[src/rtl/bcd_pkg.sv]
// ----------------------------------------------------------------------------
// bcd_pkg: shared types, constants and palette helpers for the block decoder
// Holds the request/response beat structs, format codes and the endpoint
// expansion and interpolation functions used by the front stage.
// ----------------------------------------------------------------------------
`default_nettype none
package bcd_pkg;

   localparam int unsigned QueueDepth = 2;

   typedef enum logic [2:0] {
      FMT_BC1 = 3'd0,
      FMT_BC2 = 3'd1,
      FMT_BC3 = 3'd2,
      FMT_BC4 = 3'd3,
      FMT_BC5 = 3'd4
   } fmt_type;

   typedef struct packed {
      logic [63:0] block_high;
      logic [63:0] block_low;
   } req_type;

   typedef struct packed {
      logic [1:0]  row_index;
      logic [31:0] texel_0;
      logic [31:0] texel_1;
      logic [31:0] texel_2;
      logic [31:0] texel_3;
      logic        last_row;
   } rsp_type;

   // Classified block: palettes plus raw indices, handed from front to back.
   typedef struct packed {
      logic [2:0]       fmt;
      logic [3:0][31:0] cpal;     // colour palette, BGRA
      logic [7:0][7:0]  apal_lo;  // alpha/grey/x palette
      logic [7:0][7:0]  apal_hi;  // y palette for BC5
      logic [31:0]      cidx;
      logic [47:0]      aidx_lo;
      logic [47:0]      aidx_hi;
      logic [63:0]      nib;      // explicit BC2 alpha
   } work_type;

   function automatic logic [7:0] exp5(input logic [4:0] v);
      return {v, v[4:2]};
   endfunction

   function automatic logic [7:0] exp6(input logic [5:0] v);
      return {v, v[5:4]};
   endfunction

   // (2a+b+1)/3 via reciprocal multiply; x <= 766
   function automatic logic [7:0] div3(input logic [9:0] x);
      logic [20:0] p;
      p = 21'(x) * 21'd683;
      return p[18:11];
   endfunction

   // x/7 for x < 1792+3
   function automatic logic [7:0] div7(input logic [10:0] x);
      logic [22:0] p;
      p = 23'(x) * 23'd2341;
      return p[21:14];
   endfunction

   // x/5 for x <= 1275+2
   function automatic logic [7:0] div5(input logic [10:0] x);
      logic [22:0] p;
      p = 23'(x) * 23'd3277;
      return p[21:14];
   endfunction

   function automatic logic [7:0][7:0] alpha_pal(input logic [15:0] w);
      logic [7:0][7:0] v;
      logic [7:0]      a0;
      logic [7:0]      a1;
      a0 = w[7:0];
      a1 = w[15:8];
      v[0] = a0;
      v[1] = a1;
      if (a0 > a1) begin
         for (int k = 2; k < 8; k++) begin
            v[k] = div7(11'(8 - k) * 11'(a0) + 11'(k - 1) * 11'(a1) + 11'd3);
         end
      end else begin
         for (int k = 2; k < 6; k++) begin
            v[k] = div5(11'(6 - k) * 11'(a0) + 11'(k - 1) * 11'(a1) + 11'd2);
         end
         v[6] = 8'd0;
         v[7] = 8'd255;
      end
      return v;
   endfunction

   function automatic logic [3:0][31:0] colour_pal(input logic [31:0] w,
                                                    input logic three_ok);
      logic [3:0][31:0] p;
      logic [2:0][7:0]  e0;
      logic [2:0][7:0]  e1;
      logic [2:0][7:0]  m2;
      logic [2:0][7:0]  m3;
      logic [9:0]       s;
      e0[0] = exp5(w[4:0]);   e0[1] = exp6(w[10:5]);  e0[2] = exp5(w[15:11]);
      e1[0] = exp5(w[20:16]); e1[1] = exp6(w[26:21]); e1[2] = exp5(w[31:27]);
      for (int k = 0; k < 3; k++) begin
         if (w[15:0] > w[31:16] || !three_ok) begin
            m2[k] = div3({1'b0, e0[k], 1'b0} + 10'(e1[k]) + 10'd1);
            m3[k] = div3(10'(e0[k]) + {1'b0, e1[k], 1'b0} + 10'd1);
         end else begin
            s = 10'(e0[k]) + 10'(e1[k]) + 10'd1;
            m2[k] = s[8:1];
            m3[k] = 8'd0;
         end
      end
      p[0] = {8'hFF, e0[2], e0[1], e0[0]};
      p[1] = {8'hFF, e1[2], e1[1], e1[0]};
      p[2] = {8'hFF, m2[2], m2[1], m2[0]};
      if (w[15:0] > w[31:16] || !three_ok) p[3] = {8'hFF, m3[2], m3[1], m3[0]};
      else p[3] = 32'd0;
      return p;
   endfunction

endpackage
`default_nettype wire

[src/rtl/bcd_queue.sv]
// ----------------------------------------------------------------------------
// bcd_queue: small FIFO between classifier and row emitter
// Holds classified blocks so each side stalls on its own.
// ----------------------------------------------------------------------------
`default_nettype none
module bcd_queue #(
   parameter int unsigned Depth = bcd_pkg::QueueDepth
) (
   input  wire                 clock,
   input  wire                 reset,
   input  wire                 in_valid,
   output logic                in_stall,
   input  bcd_pkg::work_type   in_data,
   output logic                out_valid,
   input  wire                 out_pop,
   output bcd_pkg::work_type   out_data
);
   import bcd_pkg::*;
   localparam int unsigned AW = (Depth > 1) ? $clog2(Depth) : 1;

   work_type          mem_ff [Depth];
   logic [AW-1:0]     wp_ff, rp_ff;
   logic [AW:0]       cnt_ff;
   logic              push, pop;

   assign in_stall  = (cnt_ff == (AW+1)'(Depth));
   assign out_valid = (cnt_ff != '0);
   assign out_data  = mem_ff[rp_ff];
   assign push      = in_valid && !in_stall;
   assign pop       = out_pop && out_valid;

   always_ff @(posedge clock) begin
      if (reset) begin
         wp_ff  <= '0;
         rp_ff  <= '0;
         cnt_ff <= '0;
      end else begin
         if (push) wp_ff <= (wp_ff == AW'(Depth - 1)) ? '0 : wp_ff + 1'b1;
         if (pop)  rp_ff <= (rp_ff == AW'(Depth - 1)) ? '0 : rp_ff + 1'b1;
         cnt_ff <= cnt_ff + (AW+1)'(push) - (AW+1)'(pop);
      end
      if (push) mem_ff[wp_ff] <= in_data;
   end
endmodule
`default_nettype wire

[config.mk]
export PLATFORM = sky130hd
export DESIGN_NAME = bcd_queue
export DESIGN_NICKNAME = d
export VERILOG_FILES = /design/src/rtl/bcd_pkg.sv /design/src/rtl/bcd_queue.sv
export SDC_FILE = /design/constraint.sdc
export NUM_CORES = 1
export LEC_CHECK = 0
export BUFFER_PORTS_ARGS = -buffer_cell sky130_fd_sc_hd__buf_2
export CORE_AREA = 2 2 348 350
export CTS_CLUSTER_DIAMETER = 100
export DETAILED_ROUTE_END_ITERATION = 7
export DIE_AREA = 0 0 350 352
export GPL_ROUTABILITY_DRIVEN = 1
export GPL_TIMING_DRIVEN = 0
export HOLD_SLACK_MARGIN = 0.06
export SYNTH_ARGS = -nofsm -noshare
export SYNTH_HDL_FRONTEND = slang
export SYNTH_SLANG_ARGS = --single-unit
[constraint.sdc]
create_clock -name clock -period 16.4 [get_ports clock]
set_clock_uncertainty 0.05 [all_clocks]
set_input_delay 2.46 -clock clock [delete_from_list [all_inputs] [get_ports clock]]
set_output_delay 2.46 -clock clock [all_outputs]
set_load 0.1 [all_outputs]
**Yosys cells after proc, flatten, opt, wreduce, memory -nomap -nowiden**

Memory sizes are Yosys's and may differ from the RTL's. A register that Yosys moved wholly into a read port is not among the register bits.
Index checks and enable logic that the tools add are counted.

- Add/subtract/negate cells: 4
- Reduce and logical (&&, ||, !) cells: 4
- Eq/ne operators: 1
- Mux-type cells: 6

Operators with widths:

| cell | count |
|---|---|
| 2-to-1 mux 1 bit | 6 |
| adder 1 bit, second input constant | 2 |
| adder 2 x 1 -> 2 bit | 1 |
| equality test 2 bit, second input constant | 1 |
| logical AND 1 bit | 2 |
| nonzero test 2 bit | 1 |
| subtractor 2 x 1 -> 2 bit | 1 |
| logical NOT 1 bit | 1 |

- Memories: 1
- Logic and storage cells: 19
- Output and inout bits: 453
- Register bits after elaboration: 4
- Bits of input ports: 455
- Bits in writable memories: 902

Memory list:

| memory | depth | width | rd ports | clocked after memory_dff | write ports | line | text |
|---|---|---|---|---|---|---|---|
| mem_ff | 2 | 451 | 1 | 1 | 1 | bcd_queue.sv:21 | `work_type mem_ff [Depth];` |

**Logic depth before layout (Yosys ltp)**

- Depth in word-level cells: 5
- Gate-level depth with buffers: 8
- Mapped depth without buffers: 8

**Worst setup path after synthesis**

Ideal clock, no wire load.

- Kind: input to register
- From: input in_valid
- To: memory mem_ff[1][0] (netlist name), enable pin
- Path slack: 2.739 ns
- Arrival: 12.735 ns
- Cell stages on the path: 1
- Path buffers: 0
- Setup time: 0.876 ns
- Required time: 15.474 ns
- Path through: and3_1

- Word-level cells in the longest chain between the ends: 3

RTL lines:

| element | line | text |
|---|---|---|
| start: declaration | bcd_queue.sv:11 | `input wire in_valid,` |
| logical AND 1 bit | bcd_queue.sv:29 | `assign push = in_valid && !in_stall;` |
| 2-to-1 mux 1 bit | bcd_queue.sv:42 | `if (push) mem_ff[wp_ff] <= in_data;` |
| 2-to-1 mux 1 bit (not written as such) | bcd_queue.sv:42 |  |
| end: declaration | bcd_queue.sv:21 |  |

No other way between the ends.

==> impl_metrics.csv <==
group,metric,value,unit
synthesis,synth.top_cells.by_area,"edfxtp_1 (82%), mux2_2 (15%), buf_6 (1.5%)",
timing,grt_setup_unrepaired,"no",
clock_tree,worstSkewPairLatency,670,ps
clock_tree,clock-root-buffer,"clkbuf_16",
floorplan,initial_core_util,27.6,%
synthesis,fraction_of_synthesized_cell_area_taken_by_the_top_area_cell_type,82.3,%
synthesis,postSynthNetCount,1887,
worst_setup_path,worstPathBufferInverterCount,4,
placement,finalWeightedCongestion,0.767,
route,drcViolationCount,0,
flow_run,timing.max_cap.violations,0,
clock_tree,cts.htree.levels,3,
clock_tree,resize_count_post_cts,0,
synthesis,ys_seq_elements,907,
timing,finalMaxSlewViolations,0,
worst_setup_path,cp_slowest_stage_delay,410,ps
cells_and_area,nFillCells,11300,
synthesis,synth-warning-count,0,
synthesis,post_synth_num_cell_types,22,
floorplan,die_area,123000,sq um
grt,vias_in_the_first_global_route,18100,
synthesis,sequential_to_total_area_share_from_yosys_stat,82.6,%
grt,grt_max_degree,117,
timing,hold_violations,0,
synthesis,syn_area_cell,23.0,sq um
floorplan,die_w,350,microns
route,route.final.wire_length,86.0,mm
cells_and_area,area.growth.synth_to_final,30.7,%
cells_and_area,post_route_cells_drive_above_1_share,61.7,%
cells_and_area,num-nets-final,2908,
timing,max_freq,199,MHz
synthesis,dominantRegCellSynth,"edfxtp_1",
worst_setup_path,worstPathCellList,"buf_4 > buf_6 > buf_6 > mux2_2 > buf_2",
worst_setup_path,path_common_cell,"buf_6",
worst_setup_path,crit-reg2reg-launch,"cnt_ff[0]$_SDFF_PP0_",
synthesis,postSynthCellCount,1430,
worst_setup_path,critPathKind,"reg2out",
floorplan,die_height,352,microns
placement,portBuffers,907,
cells_and_area,utilization,36.0,%
worst_hold_path,holdCritPathClass,"reg2reg",
clock_tree,cts_sinks,907,
route,drt_pass1_iterations,4,
worst_setup_path,critical_path.reg2reg.endpoint,"mem_ff[0][389]$_DFFE_PP_",
floorplan,placementRows,127,
worst_setup_path,timing.critical_path.depth,5,
clock_tree,cts.path.max_buffers,3,
worst_setup_path,critical_path.endpoint,"out_data[50]",
worst_setup_path,crit_family,"buffers and inverters",
placement,place.detailed.hpwl,63.1,mm
clock_tree,cts_stage_hold_buffer_count,0,
worst_setup_path,ff2ff_path_depth,6,
route,route.detailed.vias_per_inst,4.14,
worst_setup_path,regToRegSetupSlack,13410,ps
timing,slew_headroom,47.9,%
timing,final.setup.tns,0,ps
worst_setup_path,cp_slowest_cell,"mux2_2",
clock_tree,clk_pin_slew_worst_paths,60,ps
route,drt.antenna.violating_nets,0,
floorplan,io_pins,908,
route,route.vias.total,17200,
synthesis,post_synth_instance_area,32900,sq um
grt,grt_antenna_before_repair,40,
worst_setup_path,arrival,2530,ps
worst_setup_path,worst_ep_required_time,13890,ps
synthesis,synth_edf_count,902,
worst_setup_path,worst_setup_path_start_kind,"register",
grt,globalRouteTotalUtil,13.4,%
clock_tree,post-cts-setup-buffers,0,
grt,grt_remaining_overflow,0,
timing,layout_worst_path_cycle_share,30.7,%
timing,tightest_slew,781,ps
worst_setup_path,crit_fanout,10,
clock_tree,cts_tree,"done",
worst_setup_path,end_kind,"output pin",
route,detail_route.wl_per_cell,20.7,microns
outcome,outcome,"completed",
timing,finalSetupViolations,0,
clock_tree,cts_made_buffers,100,
synthesis,netlist.top_cell.by_area,"edfxtp_1",
route,initialDrtViolationCount,947,
grt,global_route_wire_length_before_repair,120,mm
synthesis,ys_async_rst_share,0,%
timing,timing.final.crit_period,5040,ps
floorplan,core_region_area,119000,sq um
==> Yosys cell counts (2+ instances only) <==
cell type and n:
buf_6 43, ha_1 2, nor2_1 3, dfxtp_1 5, edfxtp_1 902, inv_1 4
buf_2 6, mux2_2 451
==> how the worst min path moves through the flow <==
stage,cells after the start,slack [ps],start,endpoint
floorplan,2,400,wp_ff$_SDFFE_PP0P_,wp_ff$_SDFFE_PP0P_
global placement,2,430,wp_ff$_SDFFE_PP0P_,wp_ff$_SDFFE_PP0P_
detailed placement,2,450,wp_ff$_SDFFE_PP0P_,wp_ff$_SDFFE_PP0P_
CTS,2,460,wp_ff$_SDFFE_PP0P_,wp_ff$_SDFFE_PP0P_
global route,2,480,wp_ff$_SDFFE_PP0P_,wp_ff$_SDFFE_PP0P_
finish,2,460,wp_ff$_SDFFE_PP0P_,wp_ff$_SDFFE_PP0P_
==> cells in the final DEF (no fill, tap or decap), drive strengths merged, types with 2 or more instances in the layout <==
cell type	synthesis	routed
bufinv	0	4
clkbuf	0	131
diode	0	8
edfxtp	902	902
inv	4	12
clkinv	0	39
buf	50	969
nor2	3	3
ha	2	2
mux2	451	451
dfxtp	5	5
clkinvlp	0	2
==> sequential cells by signal (all words and copies together) (netlist names), named ones only <==
name / count
mem_ff: 902
cnt_ff: 2
rp_ff: 1
wp_ff: 1
==> per-stage QoR <==
step / cells / hold slack [ps] / instance area, sq um / setup WS (ps)
after floorplan: 1430 / 402 / 32900 / 2740
final: 4153 / 456 / 43000 / 11360
after global placement: 3949 / 435 / 39500 / -4280
after detailed placement: 3961 / 447 / 39800 / 11410
after CTS: 4145 / 457 / 43000 / 11130
after global routing: 4151 / 482 / 43000 / 11160
==> per-layer routing <==
layer / share of wire (%) / wire, microns / GRT usage [%]
met1: 34 / 29200 / 13.1
met2: 52 / 44800 / 24.3
met3: 11 / 9130 / 6.25
met4: 3.0 / 2570 / 5.01
met5: 0.35 / 305 / 0
==> cell type report <==
class                   instances  area (sq um)  share of cell area [%]
multi-input cells             469          5200                    12.1
clock inverters                53           444                    1.03
diodes                          8          20.0                  0.0465
clock buffers                 131          2730                    6.35
plain buffers                  50           522                    1.21
flip-flops and latches        907         27200                    63.2
well taps                    1612          2020                    4.69
inverters                       4          22.5                  0.0524
repair buffers                919          4870                    11.3
==> worst min-delay path: cells and delay by family, from the launching register on <==
family         cells  cell delay (ps)
flip-flops         1              310
AO/OA/AOI/OAI      2              150
==> cell families (layout without fill, tap and decap cells) <==
kind of cell    after synthesis  count (layout)  synth area share, %
compound gates                3               3               0.0532
flops                       907             907                 82.6
other cells                   0               8                    0
buf+inv                      54            1157                 1.63
simple gates                 11              11                0.175
fa+ha+maj                     2               2               0.0760
mux                         451             451                 15.4
xor+xnor                      2               2               0.0532
Power is left out: the tool's default activity adds up to more than one toggle a clock period on the data nets, which glitch-free logic cannot reach.
