`src/rtl/bcd_pkg.sv`:
```
// ----------------------------------------------------------------------------
// bcd_pkg: shared types, constants and palette helpers for the block decoder
// Holds the request/response beat structs, format codes and the endpoint
// expansion and interpolation functions used by the front stage.
// ----------------------------------------------------------------------------
`default_nettype none
package bcd_pkg;

   localparam int unsigned QueueDepth = 2;

   typedef enum logic [2:0] {
      FMT_BC1 = 3'd0,
      FMT_BC2 = 3'd1,
      FMT_BC3 = 3'd2,
      FMT_BC4 = 3'd3,
      FMT_BC5 = 3'd4
   } fmt_type;

   typedef struct packed {
      logic [63:0] block_high;
      logic [63:0] block_low;
   } req_type;

   typedef struct packed {
      logic [1:0]  row_index;
      logic [31:0] texel_0;
      logic [31:0] texel_1;
      logic [31:0] texel_2;
      logic [31:0] texel_3;
      logic        last_row;
   } rsp_type;

   // Classified block: palettes plus raw indices, handed from front to back.
   typedef struct packed {
      logic [2:0]       fmt;
      logic [3:0][31:0] cpal;     // colour palette, BGRA
      logic [7:0][7:0]  apal_lo;  // alpha/grey/x palette
      logic [7:0][7:0]  apal_hi;  // y palette for BC5
      logic [31:0]      cidx;
      logic [47:0]      aidx_lo;
      logic [47:0]      aidx_hi;
      logic [63:0]      nib;      // explicit BC2 alpha
   } work_type;

   function automatic logic [7:0] exp5(input logic [4:0] v);
      return {v, v[4:2]};
   endfunction

   function automatic logic [7:0] exp6(input logic [5:0] v);
      return {v, v[5:4]};
   endfunction

   // (2a+b+1)/3 via reciprocal multiply; x <= 766
   function automatic logic [7:0] div3(input logic [9:0] x);
      logic [20:0] p;
      p = 21'(x) * 21'd683;
      return p[18:11];
   endfunction

   // x/7 for x < 1792+3
   function automatic logic [7:0] div7(input logic [10:0] x);
      logic [22:0] p;
      p = 23'(x) * 23'd2341;
      return p[21:14];
   endfunction

   // x/5 for x <= 1275+2
   function automatic logic [7:0] div5(input logic [10:0] x);
      logic [22:0] p;
      p = 23'(x) * 23'd3277;
      return p[21:14];
   endfunction

   function automatic logic [7:0][7:0] alpha_pal(input logic [15:0] w);
      logic [7:0][7:0] v;
      logic [7:0]      a0;
      logic [7:0]      a1;
      a0 = w[7:0];
      a1 = w[15:8];
      v[0] = a0;
      v[1] = a1;
      if (a0 > a1) begin
         for (int k = 2; k < 8; k++) begin
            v[k] = div7(11'(8 - k) * 11'(a0) + 11'(k - 1) * 11'(a1) + 11'd3);
         end
      end else begin
         for (int k = 2; k < 6; k++) begin
            v[k] = div5(11'(6 - k) * 11'(a0) + 11'(k - 1) * 11'(a1) + 11'd2);
         end
         v[6] = 8'd0;
         v[7] = 8'd255;
      end
      return v;
   endfunction

   function automatic logic [3:0][31:0] colour_pal(input logic [31:0] w,
                                                    input logic three_ok);
      logic [3:0][31:0] p;
      logic [2:0][7:0]  e0;
      logic [2:0][7:0]  e1;
      logic [2:0][7:0]  m2;
      logic [2:0][7:0]  m3;
      logic [9:0]       s;
      e0[0] = exp5(w[4:0]);   e0[1] = exp6(w[10:5]);  e0[2] = exp5(w[15:11]);
      e1[0] = exp5(w[20:16]); e1[1] = exp6(w[26:21]); e1[2] = exp5(w[31:27]);
      for (int k = 0; k < 3; k++) begin
         if (w[15:0] > w[31:16] || !three_ok) begin
            m2[k] = div3({1'b0, e0[k], 1'b0} + 10'(e1[k]) + 10'd1);
            m3[k] = div3(10'(e0[k]) + {1'b0, e1[k], 1'b0} + 10'd1);
         end else begin
            s = 10'(e0[k]) + 10'(e1[k]) + 10'd1;
            m2[k] = s[8:1];
            m3[k] = 8'd0;
         end
      end
      p[0] = {8'hFF, e0[2], e0[1], e0[0]};
      p[1] = {8'hFF, e1[2], e1[1], e1[0]};
      p[2] = {8'hFF, m2[2], m2[1], m2[0]};
      if (w[15:0] > w[31:16] || !three_ok) p[3] = {8'hFF, m3[2], m3[1], m3[0]};
      else p[3] = 32'd0;
      return p;
   endfunction

endpackage
`default_nettype wire

```
`src/rtl/bcd_front.sv`:
```
// ----------------------------------------------------------------------------
// bcd_front: block classifier
// Accepts one block per beat, builds its palettes and registers the result.
// ----------------------------------------------------------------------------
`default_nettype none
module bcd_front (
   input  wire                 clock,
   input  wire                 reset,
   input  wire [2:0]           fmt,
   input  wire                 req_valid,
   output logic                req_stall,
   input  bcd_pkg::req_type    req_data,
   output logic                wk_valid,
   input  wire                 wk_stall,
   output bcd_pkg::work_type   wk_data
);
   import bcd_pkg::*;

   logic     valid_ff, valid_in;
   work_type data_ff, data_in;
   logic     take;
   logic [63:0] cw;

   assign req_stall = valid_ff && wk_stall;
   assign take      = req_valid && !req_stall;
   assign wk_valid  = valid_ff;
   assign wk_data   = data_ff;

   always_comb begin
      cw = (fmt == FMT_BC1) ? req_data.block_low : req_data.block_high;
      data_in.fmt     = fmt;
      data_in.cpal    = colour_pal(cw[31:0], fmt == FMT_BC1);
      data_in.cidx    = cw[63:32];
      data_in.apal_lo = alpha_pal(req_data.block_low[15:0]);
      data_in.aidx_lo = req_data.block_low[63:16];
      data_in.apal_hi = alpha_pal(req_data.block_high[15:0]);
      data_in.aidx_hi = req_data.block_high[63:16];
      data_in.nib     = req_data.block_low;
      valid_in = take ? 1'b1 : (wk_stall ? valid_ff : 1'b0);
   end

   always_ff @(posedge clock) begin
      if (reset) valid_ff <= 1'b0;
      else valid_ff <= valid_in;
      if (take) data_ff <= data_in;
   end
endmodule
`default_nettype wire

```
`config.mk`:
```
export PLATFORM = sky130hd
export DESIGN_NAME = bcd_front
export DESIGN_NICKNAME = d
export VERILOG_FILES = /design/src/rtl/bcd_pkg.sv /design/src/rtl/bcd_front.sv
export SDC_FILE = /design/constraint.sdc
export NUM_CORES = 2
export LEC_CHECK = 0
export ABC_AREA = 1
export BUFFER_PORTS_ARGS = -buffer_cell sky130_fd_sc_hd__buf_4
export CORE_MARGIN = 8
export CORE_UTILIZATION = 45
export DETAILED_ROUTE_END_ITERATION = 10
export PLACE_DENSITY_LB_ADDON = 0.15
export SETUP_SLACK_MARGIN = 0.2
export SLEW_MARGIN = 20
export SYNTH_ARGS = -nofsm -noshare
export SYNTH_HDL_FRONTEND = slang
export SYNTH_SLANG_ARGS = --single-unit
```
`constraint.sdc`:
```
create_clock -name clock -period 23.5 [get_ports clock]
set_clock_uncertainty 0.1 [all_clocks]
set_input_delay 1.175 -clock clock [delete_from_list [all_inputs] [get_ports clock]]
set_output_delay 1.175 -clock clock [all_outputs]
set_load 0.02 [all_outputs]
```
## After elaboration in Yosys (flattened, before gate mapping)

Index checks and enable logic that the tools add are counted.

- Logic and storage cells: 142
- Output and inout port bits: 453
- Bits of input ports: 135
- Register bits: 428

- $lt $le $gt $ge: 3
- Muxes and demuxes: 9
- Eq/ne operators: 1
- Reductions and logical operators: 6
- Multipliers: 38
- Add/sub/neg operators: 58

Operators by type and width:

| kind | count |
|---|---|
| $mul A11 B12 Y22 const B | 20 |
| $add A11 B2 Y11 const B | 20 |
| $mul A10 B10 Y19 const B | 6 |
| $mux W32 | 3 |
| $mul A2 B8 Y10 const A | 8 |
| $mux W64 | 1 |
| $add A10 B1 Y10 const B | 6 |
| $add A10 B10 Y11 | 4 |
| $mul A3 B8 Y11 const A | 4 |
| $add A8 B9 Y10 | 3 |
| $add A9 B8 Y10 | 3 |
| $add A8 B8 Y9 | 3 |
| $add A9 B1 Y9 const B | 3 |
| $mux W8 | 3 |
| $add A10 B8 Y11 | 2 |
| $add A10 B9 Y11 | 2 |
| $add A11 B8 Y11 | 2 |
| $add A11 B9 Y11 | 2 |
| $add A8 B10 Y11 | 2 |
| $add A8 B11 Y11 | 2 |
| $add A9 B10 Y11 | 2 |
| $add A9 B11 Y11 | 2 |
| $gt A16 B16 Y1 | 1 |
| $gt A8 B8 Y1 | 2 |
| 6 further kinds | 9 |

## Logic depth before layout (Yosys ltp)

- Word-level depth: 6
- Gate-level depth with buffers: 41
- Gate-level depth less buffers: 41

## Worst setup path after synthesis

Ideal clock, no wire load.

- Path kind: input to register
- Start point: input port wk_stall
- End point: register data_ff, in the netlist wk_data[100], enable pin
- Slack: 6904 ps
- Setup time: 1050 ps
- Data arrival time: 15446 ps
- Stages: 3
- Buffers on the path: 0
- Required time: 22350 ps
- Cells stage by stage: nand2_1 > inv_1 > nor2_1

- Cells in the longest elaborated chain, start to end: 3

Ends and longest elaborated chain:

| what | RTL line | text |
|---|---|---|
| start, declared | bcd_front.sv:14 | `input wire wk_stall,` |
| $logic_and A1 B1 Y1 | bcd_front.sv:24 | `assign req_stall = valid_ff && wk_stall;` |
| net req_stall | bcd_front.sv:11 | `output logic req_stall,` |
| $logic_not A1 Y1 | bcd_front.sv:25 | `assign take = req_valid && !req_stall;` |
| $logic_and A1 B1 Y1 | bcd_front.sv:25 |  |
| net take | bcd_front.sv:21 | `logic take;` |
| end signal, assigned | bcd_front.sv:45 | `if (take) data_ff <= data_in;` |
| end, declared | bcd_front.sv:20 | `work_type data_ff, data_in;` |

The timed path passes the listed nets, and every way through them passes these cells.
A chain may end at the register's enable or synchronous reset.

## Worst setup path in the final report

- Start point: input port fmt[2]
- End point: register data_ff, in the netlist wk_data[434], data pin

- Cells in the longest elaborated chain, start to end: 5
- Elaborated cells on any way between the ends: 8

Ends and longest elaborated chain:

| what | RTL line | text |
|---|---|---|
| start, declared | bcd_front.sv:9 | `input wire [2:0] fmt,` |
| $logic_not A3 Y1 (*) | bcd_front.sv:30 | `cw = (fmt == FMT_BC1) ? req_data.block_low : req_data.block_high;` |
| $mux W64 (*) | bcd_front.sv:30 |  |
| net cw[30] | bcd_front.sv:22 | `logic [63:0] cw;` |
| $add A8 B9 Y10 | bcd_pkg.sv:109 | `m3[k] = div3(10'(e0[k]) + {1'b0, e1[k], 1'b0} + 10'd1);` |
| $add A10 B1 Y10 | bcd_pkg.sv:109 |  |
| $mul A10 B10 Y19 | bcd_pkg.sv:56 | `p = 21'(x) * 21'd683;` |

Mark *: on every way through the listed nets, which the timed path passes. The rest lies on a longest branch.

==> metrics.yaml <==
cts_buffers: 47
rows: 150
overflow: 0
nNetsFinal: 12240
grt_pass1_wl_um: 339100
postSynthRegisterBits: 341
grt_usage: 0.2317
coreArea_um2: 167000
htreeDepth: 2
drt-initial-drc-count: 3151
finalCriticalPeriod_ns: 8.721
cp.arrival_ns: 8.99
cts_resized: 0
r2r_cells: 6
synth-edff-count: 340
ys.flop_type: "edfxtp_1"
antenna_found_initial: 9
hold_viol_final: 0
postCtsSetupRepairBufs: 0
wirelength_um: 214200
grt_max_degree: 70
hold_depth: 2
async_flop_share: 0
multi_input_area_um2: 57990
fin_tns_setup_ns: 0
final_cells: 11790
setup_ws_ns: 14.78
ctsLongestPathBuffers: 3
max_freq_mhz: 114.7
final-max-slew-violation-count: 0
status: "finished clean"
path_clk_slew_ns: 0.06
synth_seq_area_share: 0.1354
design.portCount: 588
end_kind: "flip-flop"
syn_to_final_growth_pct: 10.41
yosysWarnings: 0
slowest_delay_ns: 0.87
finalCritPeriodShare: 0.3711
tightest_slew_ns: 1.025
final_core_util: 0.4995
drc_errors: 0
syn_area_um2: 75560
fillCellCount: 16170
cap_violations: 0
gp_congestion: 0.9032
min_path_type: "reg -> reg"
postSynthAreaPerCell_um2: 8.362
crit_slowest_cell: "clkinv_2"
cts_tree: "yes"
drtPass1Iterations: 7
clock_latency_ns: 0.64
setup_viol: 0
crit_top_cell: "inv_1"
grt_setup_unrepaired: "false"
dp.cells: 11700
cts-hold-fix-buffers: 0
cp.required_ns: 23.77
die_area_um2: 181300
timing_worst_setup_path_type: "in -> reg"
die_w_um: 425.8
die_h_um: 425.8
cp_max_fo: 43
slew_headroom: 0.3119
vias_per_cell: 5.216
numPortBuffers: 563
grt_pass1_vias: 62670
avgRoutedWirePerCell_um: 18.17
routed-via-count: 61500
clock-sinks: 341
dp_hpwl_um: 181600
synth_cells: 9037
cp-start-kind: "input pin"
start_util: 0.4524
clock-root-buffer: "clkbuf_16"
regArea_um2: 10230
ys_types: 56
place_ws_ns: 14.48
ant_nets: 0
drive_gt1_frac: 0.07839
==> stage by stage <==
step	instance area, µm²	hold slack (ns)
after floorplan	75650	0.4460
after global placement	81790	0.3578
after detailed placement	81790	0.3630
after CTS	83420	0.3892
after global routing	83430	0.4191
final	83430	0.3832
==> cell usage after synthesis, types with 23 or more instances <==
library cell	number	area [µm²]
ha_1	1958	24500
inv_1	1704	6396
nand2_1	1585	5949
a21oi_1	653	3268
fa_1	607	12150
nand3_1	432	2162
nor2_1	396	1486
edfxtp_1	340	10210
o21ai_0	298	1491
xor2_1	221	1936
buf_4	112	840.8
xnor2_1	110	963.4
nand4_1	90	563.0
nor3_1	81	405.4
o21bai_1	52	390.4
a21o_1	47	352.8
nand3b_1	38	285.3
o31ai_1	32	240.2
nor4_1	26	162.7
o21a_1	23	172.7
==> flip-flops by register name, indices dropped and copies added (netlist names) <==
| name | count |
|---|---|
| wk_valid | 1 |
| wk_data | 340 |
==> final timing paths <==
path	start	to	slack (ns)
worst min-delay path	wk_valid$_SDFFE_PP0P_	wk_valid$_SDFFE_PP0P_	0.38
worst max register to register	wk_valid$_SDFFE_PP0P_	wk_data[108]$_DFFE_PP_	20.04
worst max-delay path	fmt[2]	wk_data[434]$_SDFFCE_PP0P_	14.78
worst min register to register	wk_valid$_SDFFE_PP0P_	wk_valid$_SDFFE_PP0P_	0.38
==> per-layer routing <==
layer  part of all wire  global-route usage
met1               0.45              0.3024
met2               0.47              0.4010
met3              0.043             0.02636
met4              0.035             0.07378
met5            0.00012                   0
==> kinds of logic after synthesis <==
kind of cell / share of synthesized area
other: 0.00004963
AOI/OAI and AO/OA: 0.09079
and+or+nand+nor: 0.1515
xor gates and xnor gates: 0.03837
adders and majority gates: 0.4850
buffers and inverters: 0.09887
DFF: 0.1354
==> worst max-delay path: cells and delay by family <==
| family | cells | cell delay, ns |
|---|---|---|
| buffers and inverters | 8 | 1.61 |
| AND/OR/NAND/NOR | 8 | 1.92 |
| adder cells (fa/ha/maj) | 7 | 2.90 |
| AO/OA/AOI/OAI | 5 | 0.99 |
| XOR/XNOR | 1 | 0.30 |
==> layout by cell type (no fill, tap or decap), types with 47 or more instances in the layout <==
master | netlist | layout
nand3_1 | 432 | 432
nand4_1 | 90 | 90
nand2_1 | 1585 | 1585
ha_1 | 1958 | 1958
inv_1 | 1704 | 1704
xor2_1 | 221 | 221
buf_4 | 112 | 583
a21oi_1 | 653 | 653
clkbuf_16 | 0 | 47
o21bai_1 | 52 | 52
fa_1 | 607 | 607
nor2_1 | 396 | 395
xnor2_1 | 110 | 110
o21ai_0 | 298 | 288
edfxtp_1 | 340 | 340
a21o_1 | 47 | 47
nor3_1 | 81 | 81
==> area by class of cell <==
type	instances	share of cell area
multi-input cells	6853	0.6950
clock inverters	36	0.005054
diodes	5	0.0001500
repair buffers	583	0.05246
well taps	2204	0.03305
clock buffers	52	0.01444
inverters	1715	0.07719
flip-flops and latches	341	0.1226
Power is left out: the tool's default activity adds up to more than one toggle a clock period on the data nets, which glitch-free logic cannot reach.
