`src/rtl/bcd_pkg.sv`:
```
// ----------------------------------------------------------------------------
// bcd_pkg: shared types, constants and palette helpers for the block decoder
// Holds the request/response beat structs, format codes and the endpoint
// expansion and interpolation functions used by the front stage.
// ----------------------------------------------------------------------------
`default_nettype none
package bcd_pkg;

   localparam int unsigned QueueDepth = 2;

   typedef enum logic [2:0] {
      FMT_BC1 = 3'd0,
      FMT_BC2 = 3'd1,
      FMT_BC3 = 3'd2,
      FMT_BC4 = 3'd3,
      FMT_BC5 = 3'd4
   } fmt_type;

   typedef struct packed {
      logic [63:0] block_high;
      logic [63:0] block_low;
   } req_type;

   typedef struct packed {
      logic [1:0]  row_index;
      logic [31:0] texel_0;
      logic [31:0] texel_1;
      logic [31:0] texel_2;
      logic [31:0] texel_3;
      logic        last_row;
   } rsp_type;

   // Classified block: palettes plus raw indices, handed from front to back.
   typedef struct packed {
      logic [2:0]       fmt;
      logic [3:0][31:0] cpal;     // colour palette, BGRA
      logic [7:0][7:0]  apal_lo;  // alpha/grey/x palette
      logic [7:0][7:0]  apal_hi;  // y palette for BC5
      logic [31:0]      cidx;
      logic [47:0]      aidx_lo;
      logic [47:0]      aidx_hi;
      logic [63:0]      nib;      // explicit BC2 alpha
   } work_type;

   function automatic logic [7:0] exp5(input logic [4:0] v);
      return {v, v[4:2]};
   endfunction

   function automatic logic [7:0] exp6(input logic [5:0] v);
      return {v, v[5:4]};
   endfunction

   // (2a+b+1)/3 via reciprocal multiply; x <= 766
   function automatic logic [7:0] div3(input logic [9:0] x);
      logic [20:0] p;
      p = 21'(x) * 21'd683;
      return p[18:11];
   endfunction

   // x/7 for x < 1792+3
   function automatic logic [7:0] div7(input logic [10:0] x);
      logic [22:0] p;
      p = 23'(x) * 23'd2341;
      return p[21:14];
   endfunction

   // x/5 for x <= 1275+2
   function automatic logic [7:0] div5(input logic [10:0] x);
      logic [22:0] p;
      p = 23'(x) * 23'd3277;
      return p[21:14];
   endfunction

   function automatic logic [7:0][7:0] alpha_pal(input logic [15:0] w);
      logic [7:0][7:0] v;
      logic [7:0]      a0;
      logic [7:0]      a1;
      a0 = w[7:0];
      a1 = w[15:8];
      v[0] = a0;
      v[1] = a1;
      if (a0 > a1) begin
         for (int k = 2; k < 8; k++) begin
            v[k] = div7(11'(8 - k) * 11'(a0) + 11'(k - 1) * 11'(a1) + 11'd3);
         end
      end else begin
         for (int k = 2; k < 6; k++) begin
            v[k] = div5(11'(6 - k) * 11'(a0) + 11'(k - 1) * 11'(a1) + 11'd2);
         end
         v[6] = 8'd0;
         v[7] = 8'd255;
      end
      return v;
   endfunction

   function automatic logic [3:0][31:0] colour_pal(input logic [31:0] w,
                                                    input logic three_ok);
      logic [3:0][31:0] p;
      logic [2:0][7:0]  e0;
      logic [2:0][7:0]  e1;
      logic [2:0][7:0]  m2;
      logic [2:0][7:0]  m3;
      logic [9:0]       s;
      e0[0] = exp5(w[4:0]);   e0[1] = exp6(w[10:5]);  e0[2] = exp5(w[15:11]);
      e1[0] = exp5(w[20:16]); e1[1] = exp6(w[26:21]); e1[2] = exp5(w[31:27]);
      for (int k = 0; k < 3; k++) begin
         if (w[15:0] > w[31:16] || !three_ok) begin
            m2[k] = div3({1'b0, e0[k], 1'b0} + 10'(e1[k]) + 10'd1);
            m3[k] = div3(10'(e0[k]) + {1'b0, e1[k], 1'b0} + 10'd1);
         end else begin
            s = 10'(e0[k]) + 10'(e1[k]) + 10'd1;
            m2[k] = s[8:1];
            m3[k] = 8'd0;
         end
      end
      p[0] = {8'hFF, e0[2], e0[1], e0[0]};
      p[1] = {8'hFF, e1[2], e1[1], e1[0]};
      p[2] = {8'hFF, m2[2], m2[1], m2[0]};
      if (w[15:0] > w[31:16] || !three_ok) p[3] = {8'hFF, m3[2], m3[1], m3[0]};
      else p[3] = 32'd0;
      return p;
   endfunction

endpackage
`default_nettype wire

```
`src/rtl/bcd_back.sv`:
```
// ----------------------------------------------------------------------------
// bcd_back: row emitter
// Looks up four texels per row, sequencing BC5 blue through a shared
// bit-serial square root, and drives the output register.
// ----------------------------------------------------------------------------
`default_nettype none
module bcd_back (
   input  wire                 clock,
   input  wire                 reset,
   input  wire                 wk_valid,
   output logic                wk_pop,
   input  bcd_pkg::work_type   wk_data,
   output logic                rsp_valid,
   input  wire                 rsp_stall,
   output bcd_pkg::rsp_type    rsp_data
);
   import bcd_pkg::*;

   logic [1:0]  row_ff;
   logic [2:0]  tx_ff;      // texel within row for BC5 sqrt walk
   logic [3:0]  step_ff;    // sqrt iteration
   logic        busy_ff;    // sqrt running
   logic [15:0] n_ff, res_ff, bit_ff;
   logic [3:0][7:0] blue_ff;
   logic        ov_ff;
   rsp_type     out_ff;

   logic        is5, ready_row, emit;
   logic [3:0][31:0] tex;
   logic [3:0]  ti;
   logic [7:0]  x [4];
   logic [7:0]  y [4];
   logic [16:0] sq;
   logic [8:0]  dx, dy;
   logic [17:0] n;
   logic [7:0]  xs, ys;
   logic [16:0] trial;
   logic [8:0]  bsum;

   assign is5 = (wk_data.fmt == FMT_BC5);

   always_comb begin
      for (int c = 0; c < 4; c++) begin
         ti = {row_ff, 2'(c)};
         x[c] = wk_data.apal_lo[wk_data.aidx_lo[3*ti +: 3]];
         y[c] = wk_data.apal_hi[wk_data.aidx_hi[3*ti +: 3]];
         unique case (wk_data.fmt)
            FMT_BC1: tex[c] = wk_data.cpal[wk_data.cidx[2*ti +: 2]];
            FMT_BC2: tex[c] = {wk_data.nib[4*ti +: 4], wk_data.nib[4*ti +: 4],
                               wk_data.cpal[wk_data.cidx[2*ti +: 2]][23:0]};
            FMT_BC3: tex[c] = {x[c], wk_data.cpal[wk_data.cidx[2*ti +: 2]][23:0]};
            FMT_BC4: tex[c] = {8'hFF, x[c], x[c], x[c]};
            FMT_BC5: tex[c] = {8'hFF, x[c], y[c], blue_ff[c]};
            default: tex[c] = 32'd0;
         endcase
      end
   end

   // N = 65025 - dx^2 - dy^2 for the texel being started
   always_comb begin
      xs = x[tx_ff[1:0]];
      ys = y[tx_ff[1:0]];
      dx = xs[7] ? {xs, 1'b0} - 9'd255 : 9'd255 - {xs, 1'b0};
      dy = ys[7] ? {ys, 1'b0} - 9'd255 : 9'd255 - {ys, 1'b0};
      sq = 17'(dx) * 17'(dx);
      n  = 18'd65025 - 18'(sq) - 18'(17'(dy) * 17'(dy));
      trial = 17'(res_ff) + 17'(bit_ff);
      bsum = 9'd128 + 9'(res_ff[15:1]);
   end

   assign ready_row = !is5 || (tx_ff == 3'd4);
   assign emit = wk_valid && ready_row && (!ov_ff || !rsp_stall);
   assign wk_pop = emit && (row_ff == 2'd3);
   assign rsp_valid = ov_ff;
   assign rsp_data  = out_ff;

   always_ff @(posedge clock) begin
      if (reset) begin
         row_ff <= '0; tx_ff <= '0; busy_ff <= 1'b0; ov_ff <= 1'b0; step_ff <= '0;
      end else begin
         if (emit) begin
            ov_ff  <= 1'b1;
            row_ff <= row_ff + 2'd1;
            tx_ff  <= '0;
         end else if (!rsp_stall) begin
            ov_ff <= 1'b0;
         end
         if (wk_valid && is5 && tx_ff != 3'd4) begin
            if (!busy_ff) begin
               busy_ff <= 1'b1;
               step_ff <= '0;
               n_ff    <= n[17] || n == '0 ? 16'd0 : n[15:0];
               res_ff  <= '0;
               bit_ff  <= 16'h4000;
            end else if (step_ff == 4'd8) begin
               busy_ff <= 1'b0;
               blue_ff[tx_ff[1:0]] <= (n_ff == 16'd0 && res_ff == 16'd0) ? 8'd128
                                     : (bsum[8] ? 8'd255 : bsum[7:0]);
               tx_ff <= tx_ff + 3'd1;
            end else begin
               step_ff <= step_ff + 4'd1;
               bit_ff  <= bit_ff >> 2;
               if (17'(n_ff) >= trial) begin
                  n_ff   <= 16'(17'(n_ff) - trial);
                  res_ff <= (res_ff >> 1) + bit_ff;
               end else begin
                  res_ff <= res_ff >> 1;
               end
            end
         end
      end
      if (emit) begin
         out_ff.row_index <= row_ff;
         out_ff.texel_0   <= tex[0];
         out_ff.texel_1   <= tex[1];
         out_ff.texel_2   <= tex[2];
         out_ff.texel_3   <= tex[3];
         out_ff.last_row  <= (row_ff == 2'd3);
      end
   end
endmodule
`default_nettype wire

```
`config.mk`:
```
export PLATFORM = sky130hd
export DESIGN_NAME = bcd_back
export DESIGN_NICKNAME = d
export VERILOG_FILES = /design/src/rtl/bcd_pkg.sv /design/src/rtl/bcd_back.sv
export SDC_FILE = /design/constraint.sdc
export NUM_CORES = 1
export LEC_CHECK = 0
export ABC_CLOCK_PERIOD_IN_PS = 11700
export BUFFER_PORTS_ARGS = -buffer_cell sky130_fd_sc_hd__buf_2
export CELL_PAD_IN_SITES_DETAIL_PLACEMENT = 0
export CELL_PAD_IN_SITES_GLOBAL_PLACEMENT = 1
export CORE_AREA = 2 2 285 287
export CTS_BUF_LIST = sky130_fd_sc_hd__clkbuf_4 sky130_fd_sc_hd__clkbuf_8
export DETAILED_ROUTE_END_ITERATION = 10
export DIE_AREA = 0 0 287 289
export MAX_ROUTING_LAYER = met4
export PLACE_DENSITY = 0.68
export SYNTH_ARGS = -nofsm -noshare
export SYNTH_HDL_FRONTEND = slang
export SYNTH_SLANG_ARGS = --single-unit
```
`constraint.sdc`:
```
create_clock -name clock -period 11.7 [get_ports clock]
set_clock_uncertainty 0.2 [all_clocks]
set_input_delay 0.585 -clock clock [delete_from_list [all_inputs] [get_ports clock]]
set_output_delay 0.585 -clock clock [all_outputs]
set_load 0.05 [all_outputs]
```
Yosys cells after proc, flatten, opt, wreduce, memory -nomap -nowiden
Cells that the tools add are included.
W data, S select, Z words.
{"block": "op_classes", "addsub": 13, "mul": 6, "magnitude_cmp": 16, "n_eq_ne": 11, "shifts": 16, "n_mux": 58, "bitwise_logic": 2, "n_reduce_logical": 21}
{"cell": "$pmux W32 S5", "count": 4}
{"cell": "$shiftx A48 B7 Y3", "count": 8}
{"cell": "$bmux W32 S2", "count": 4}
{"cell": "$shiftx A64 B7 Y4", "count": 4}
{"cell": "$bmux W8 S3", "count": 8}
{"cell": "$mux W32", "count": 4}
{"cell": "$shiftx A32 B6 Y2", "count": 4}
{"cell": "$mux W8", "count": 15}
{"cell": "$mux W16", "count": 6}
{"cell": "$bmux W8 S2", "count": 2}
{"cell": "$bwmux W32", "count": 1}
{"cell": "$logic_not A16 Y1", "count": 2}
{"cell": "$lt A3 B4 Y1 const B", "count": 8}
{"cell": "$logic_not A18 Y1", "count": 1}
{"cell": "$mul A9 B9 Y18", "count": 1}
{"cell": "$mux W9", "count": 2}
{"cell": "$sub A16 B17 Y18 const A", "count": 1}
{"cell": "$sub A18 B18 Y18", "count": 1}
{"cell": "$sub A8 B9 Y9 const A", "count": 2}
{"cell": "$sub A9 B8 Y9 const B", "count": 2}
{"cell": "$add A16 B15 Y17", "count": 1}
{"cell": "$ge A16 B17 Y1", "count": 1}
{"cell": "$mul A9 B9 Y17", "count": 1}
{"cell": "$add A15 B15 Y16", "count": 1}
{"cell": "33 further kinds", "count": 59}
{"block": "word_totals", "ff_bits": 214, "elab_cells": 161}

Depth between registers and ports, before layout
{"block": "depth", "word_depth": 16, "ltp_mapped": 46, "ltp_nobuf": 41}

Worst setup path before layout
No wires, ideal clock.
{"block": "synth_timing", "kind": "flip-flop to flip-flop", "startpoint": "register row_ff[0]", "endpoint": "register n_ff[11] (data pin)", "setup_ns": 0.132, "arrival_time_ns": 10.523, "required_ns": 11.368, "path_slack_ns": 0.846, "stages_incl_launch_ff": 44, "synth_period_minus_slack_ns": 10.854, "cell_sequence": "dfxtp_1 > buf_6 > buf_12 > mux4_2 > nor2b_1 > buf_2 > a22oi_1 > nand2_1 > mux4_2 > buf_6 > xor2_1 > inv_1 > ha_1 > inv_1 > fa_1 > inv_1 > fa_1 > ha_1 > (+8 left out) > fa_1 > fa_1 > inv_1 > fa_1 > inv_1 > fa_1 > inv_1 > ha_1 > o21ai_0 > nand2b_1 > a21oi_1 > nor3_1 > a211oi_1 > o21ai_0 > a2111o_1 > a31oi_1 > clkbuf_1 > a22o_1"}
{"block": "synth_between", "elab_chain_cells": 16}
{"item": "start, declared", "line_no": "bcd_back.sv:19", "source": "logic [1:0] row_ff;"}
{"item": "start signal, assigned", "line_no": "bcd_back.sv:83", "source": "row_ff <= row_ff + 2'd1;"}
{"item": "$mul A2 B4 Y6, or another cell as far along", "line_no": "bcd_back.sv:45, bcd_back.sv:46"}
{"item": "$shiftx A48 B7 Y3", "line_no": "bcd_back.sv:45", "source": "x[c] = wk_data.apal_lo[wk_data.aidx_lo[3*ti +: 3]];"}
{"item": "$bmux W8 S3", "line_no": "bcd_back.sv:45"}
{"item": "$mux W8 (not written as such)", "line_no": "bcd_back.sv:45"}
{"item": "$bmux W8 S2", "line_no": "bcd_back.sv:61", "source": "xs = x[tx_ff[1:0]];"}
{"item": "$mux W8 (not written as such) (2 in a row)", "line_no": "bcd_back.sv:61"}
{"item": "$sub A8 B9 Y9 / $sub A9 B8 Y9 (equally long branches)", "line_no": "bcd_back.sv:63", "source": "dx = xs[7] ? {xs, 1'b0} - 9'd255 : 9'd255 - {xs, 1'b0};"}
{"item": "$mux W9", "line_no": "bcd_back.sv:63"}
{"item": "$mul A9 B9 Y17", "line_no": "bcd_back.sv:65", "source": "sq = 17'(dx) * 17'(dx);"}
{"item": "$sub A16 B17 Y18", "line_no": "bcd_back.sv:66", "source": "n = 18'd65025 - 18'(sq) - 18'(17'(dy) * 17'(dy));"}
{"item": "$sub A18 B18 Y18 (*)", "line_no": "bcd_back.sv:66"}
{"item": "$logic_not A18 Y1", "line_no": "bcd_back.sv:92", "source": "n_ff <= n[17] || n == '0 ? 16'd0 : n[15:0];"}
{"item": "$logic_or A1 B1 Y1", "line_no": "bcd_back.sv:92"}
{"item": "$mux W16 (*)", "line_no": "bcd_back.sv:92"}
{"item": "$mux W16 (*)", "line_no": "bcd_back.sv:89", "source": "if (!busy_ff) begin"}
{"item": "end signal, assigned", "line_no": "bcd_back.sv:92"}
{"item": "end signal, assigned", "line_no": "bcd_back.sv:104", "source": "n_ff <= 16'(17'(n_ff) - trial);"}
{"item": "end, declared", "line_no": "bcd_back.sv:23", "source": "logic [15:0] n_ff, res_ff, bit_ff;"}
Mark *: on every way between the ends. The rest lies on a longest branch, timed or not. The select of a mux whose other input is x is not followed.
A chain may end at the register's enable or synchronous reset.

Worst setup path in the final report
{"block": "layout_timing", "startpoint": "register row_ff[0]", "endpoint": "register n_ff[4] (data pin)"}
The elaborated chain is that of the path after synthesis.

==> results_dict.tcl <==
set metrics [dict create \
    dr.pass1.iters 7 \
    syn_area_um2 23760 \
    grt_pass1_wl_um 165000 \
    synth.most_common_cell "mux4_2" \
    numPortBuffers 587 \
    grt_max_degree 73 \
    hold_viol_final 0 \
    worstSkewPairLatency_ns 0.67 \
    required_ns 11.99 \
    tightest_slew_ns 1.167 \
    synth.net_count 2785 \
    post_drt_wl_per_cell_um 30.55 \
    drive_gt1_share_pct 38.59 \
    synth-edff-count 203 \
    core_area_um2 79900 \
    cts.sinks 214 \
    fin_nets 3373 \
    die_w_um 287 \
    clk_pin_slew_ns 0.06 \
    layout_min_cycle_time_ns 11.07 \
    io_pins 588 \
    finalSetupTns_ns 0 \
    place_congestion 1.027 \
    synthTopCellsByCount "mux4_2, edfxtp_1, mux2i_1" \
    cp_slowest_cell "mux4_2" \
    yosys_register_bits 214 \
    async_flop_share_pct 0 \
    setup_viol 0 \
    fin_crit_sh_pct 94.63 \
    ys_types 71 \
    clk_path_buf_depth 3 \
    outcome "complete, no violations" \
    cts_inserted_buffers 46 \
    cts_tree "done" \
    hpwl_um 95710 \
    start_util_pct 29.74 \
    hold_class "input pin to register" \
    r2r-start "row_ff[0]$_SDFFE_PP0P_" \
    synth_flop_cell "edfxtp_1" \
    ys_seq_area_share_pct 26.58 \
    via_count 22200 \
    grt_util_all_layers_pct 28.56 \
    ant_nets 0 \
    synth_cells 2130 \
    rsz0062_at_grt "false" \
    drtIter0Drc 2198 \
    cp-end-kind "register" \
    dieHeight_um 289 \
    startpoint_type "register" \
    wl_um 117500 \
    antenna_found_initial 28 \
    cpPeakStageDelay_ns 0.61 \
    drc_errors 0 \
    synth_top_area_share_pct 25.65 \
    grt_overflow_total 0 \
    root_buffer "clkbuf_8" \
    htreeDepth 2 \
    cpMostUsedCell "fa_1" \
    hold_start "wk_valid" \
    syn-mean-instance-area_um2 11.16 \
    relSlewSlack_pct 22.21 \
    rows 104 \
    ys_warn_count 0 \
    syn_to_final_growth_pct 22.96 \
    grt_pass1_vias 21990 \
    die-area_um2 82940 \
    arrival_ns 11.37 \
    slew_viol_final 0 \
    crit_start "row_ff[0]$_SDFFE_PP0P_" \
    yosys-top-cells-area "edfxtp_1, mux4_2, mux2i_1" \
    path_class "register to register" \
    fmax_mhz 90.32 \
    yosysTopAreaCell "edfxtp_1" \
    cap_violations 0 \
    worstPathMaxFanout 16 \
    via_per_inst 5.771 \
]
==> cell families (layout without fill, tap and decap cells) <==
kind of cell    count (synthesis)  count (layout)  share of synthesized area, %
flops                         214             214                         26.58
xor+xnor                       75              75                         3.443
compound gates                499             499                         13.54
other cells                     0              34                             0
simple gates                  412             412                         7.498
buf+inv                       306             928                         5.507
fa+ha+maj                     200             200                         12.65
mux                           424             424                         30.78
==> cell type report <==
class,count,area [um^2]
flip-flops and latches,214,6321
clock buffers,60,744.5
repair buffers,682,3716
diodes,34,85.08
inverters,164,618.1
clock inverters,22,216.5
fillers,8032,50680
well taps,1060,1326
multi-input cells,1610,16190
==> registers in the layout, summed over array words and instances (netlist names), 2 cells and up <==
signal / count
bit_ff: 8
blue_ff: 32
n_ff: 16
res_ff: 16
row_ff: 2
rsp_data: 131
step_ff: 4
tx_ff: 3
==> placed cells by master, fill, tap and decap left out, types with 31 or more instances in the layout <==
master    Yosys  final
buf_4        14     89
fa_1         67     67
edfxtp_1    203    203
buf_2        15    587
a21oi_1     148    146
o22ai_1      64     64
ha_1        133    133
o21ai_0      49     48
nor2_1      156    154
a22oi_1     112    112
clkbuf_8      0     47
inv_1       152    150
xnor2_1      31     31
diode_2       0     34
xor2_1       33     33
o211ai_1     32     32
mux4_2      242    242
nand2_1     159    159
mux2i_1     173    173
==> timing repair <==
action	CTS	global route
hold buffers	1	0
resized for setup	0	12
endpoints found under the setup margin	0	16
endpoints found under the hold margin	1	0
setup buffers	0	9
==> stage by stage <==
stage	setup WS [ns]	instance area [um^2]	util (%)	std cells	hold WS [ns]
3_5_place_dp	0.3665	28060	35.12	3720	0.2980
6_report	0.6286	29220	36.57	3846	0.1441
4_1_cts	0.3358	29030	36.33	3803	0.09576
2_1_floorplan	0.8458	23760	-	2130	0.2592
5_1_grt	0.07336	29180	36.53	3832	0.1410
3_3_place_gp	0.3482	28060	35.12	3720	0.2906
==> metal layers <==
layer | global-route usage [%] | vias to the layer above | wire length, um
met4 | 7.513 | 0 | 3359
met2 | 43.36 | 1262 | 52320
met5 | - | - | 0
met1 | 38.78 | 11280 | 49960
met3 | 5.882 | 182 | 11830
li1 | - | 9470 | -
==> worst max-delay path, delay by kind of cell (launching register included) <==
| kind | cells | cell delay, ns |
|---|---|---|
| compound gates | 10 | 2.05 |
| xor+xnor | 1 | 0.26 |
| fa+ha+maj | 12 | 4.75 |
| buf+inv | 10 | 1.19 |
| flops | 1 | 0.45 |
| mux | 2 | 1.18 |
| simple gates | 6 | 0.78 |
==> final timing paths <==
path                                  to  cells past startpoint  slack (ns)
setup / recovery       n_ff[4]$_DFFE_PP_                     41        0.63
hold / removal    rsp_valid$_SDFFE_PP0P_                      3        0.14
setup reg to reg       n_ff[4]$_DFFE_PP_                     41        0.63
hold reg to reg   rsp_valid$_SDFFE_PP0P_                      2        0.31
Power is not shown: default switching activity piles up to over one toggle a cycle in this logic, so the estimate is an artifact.
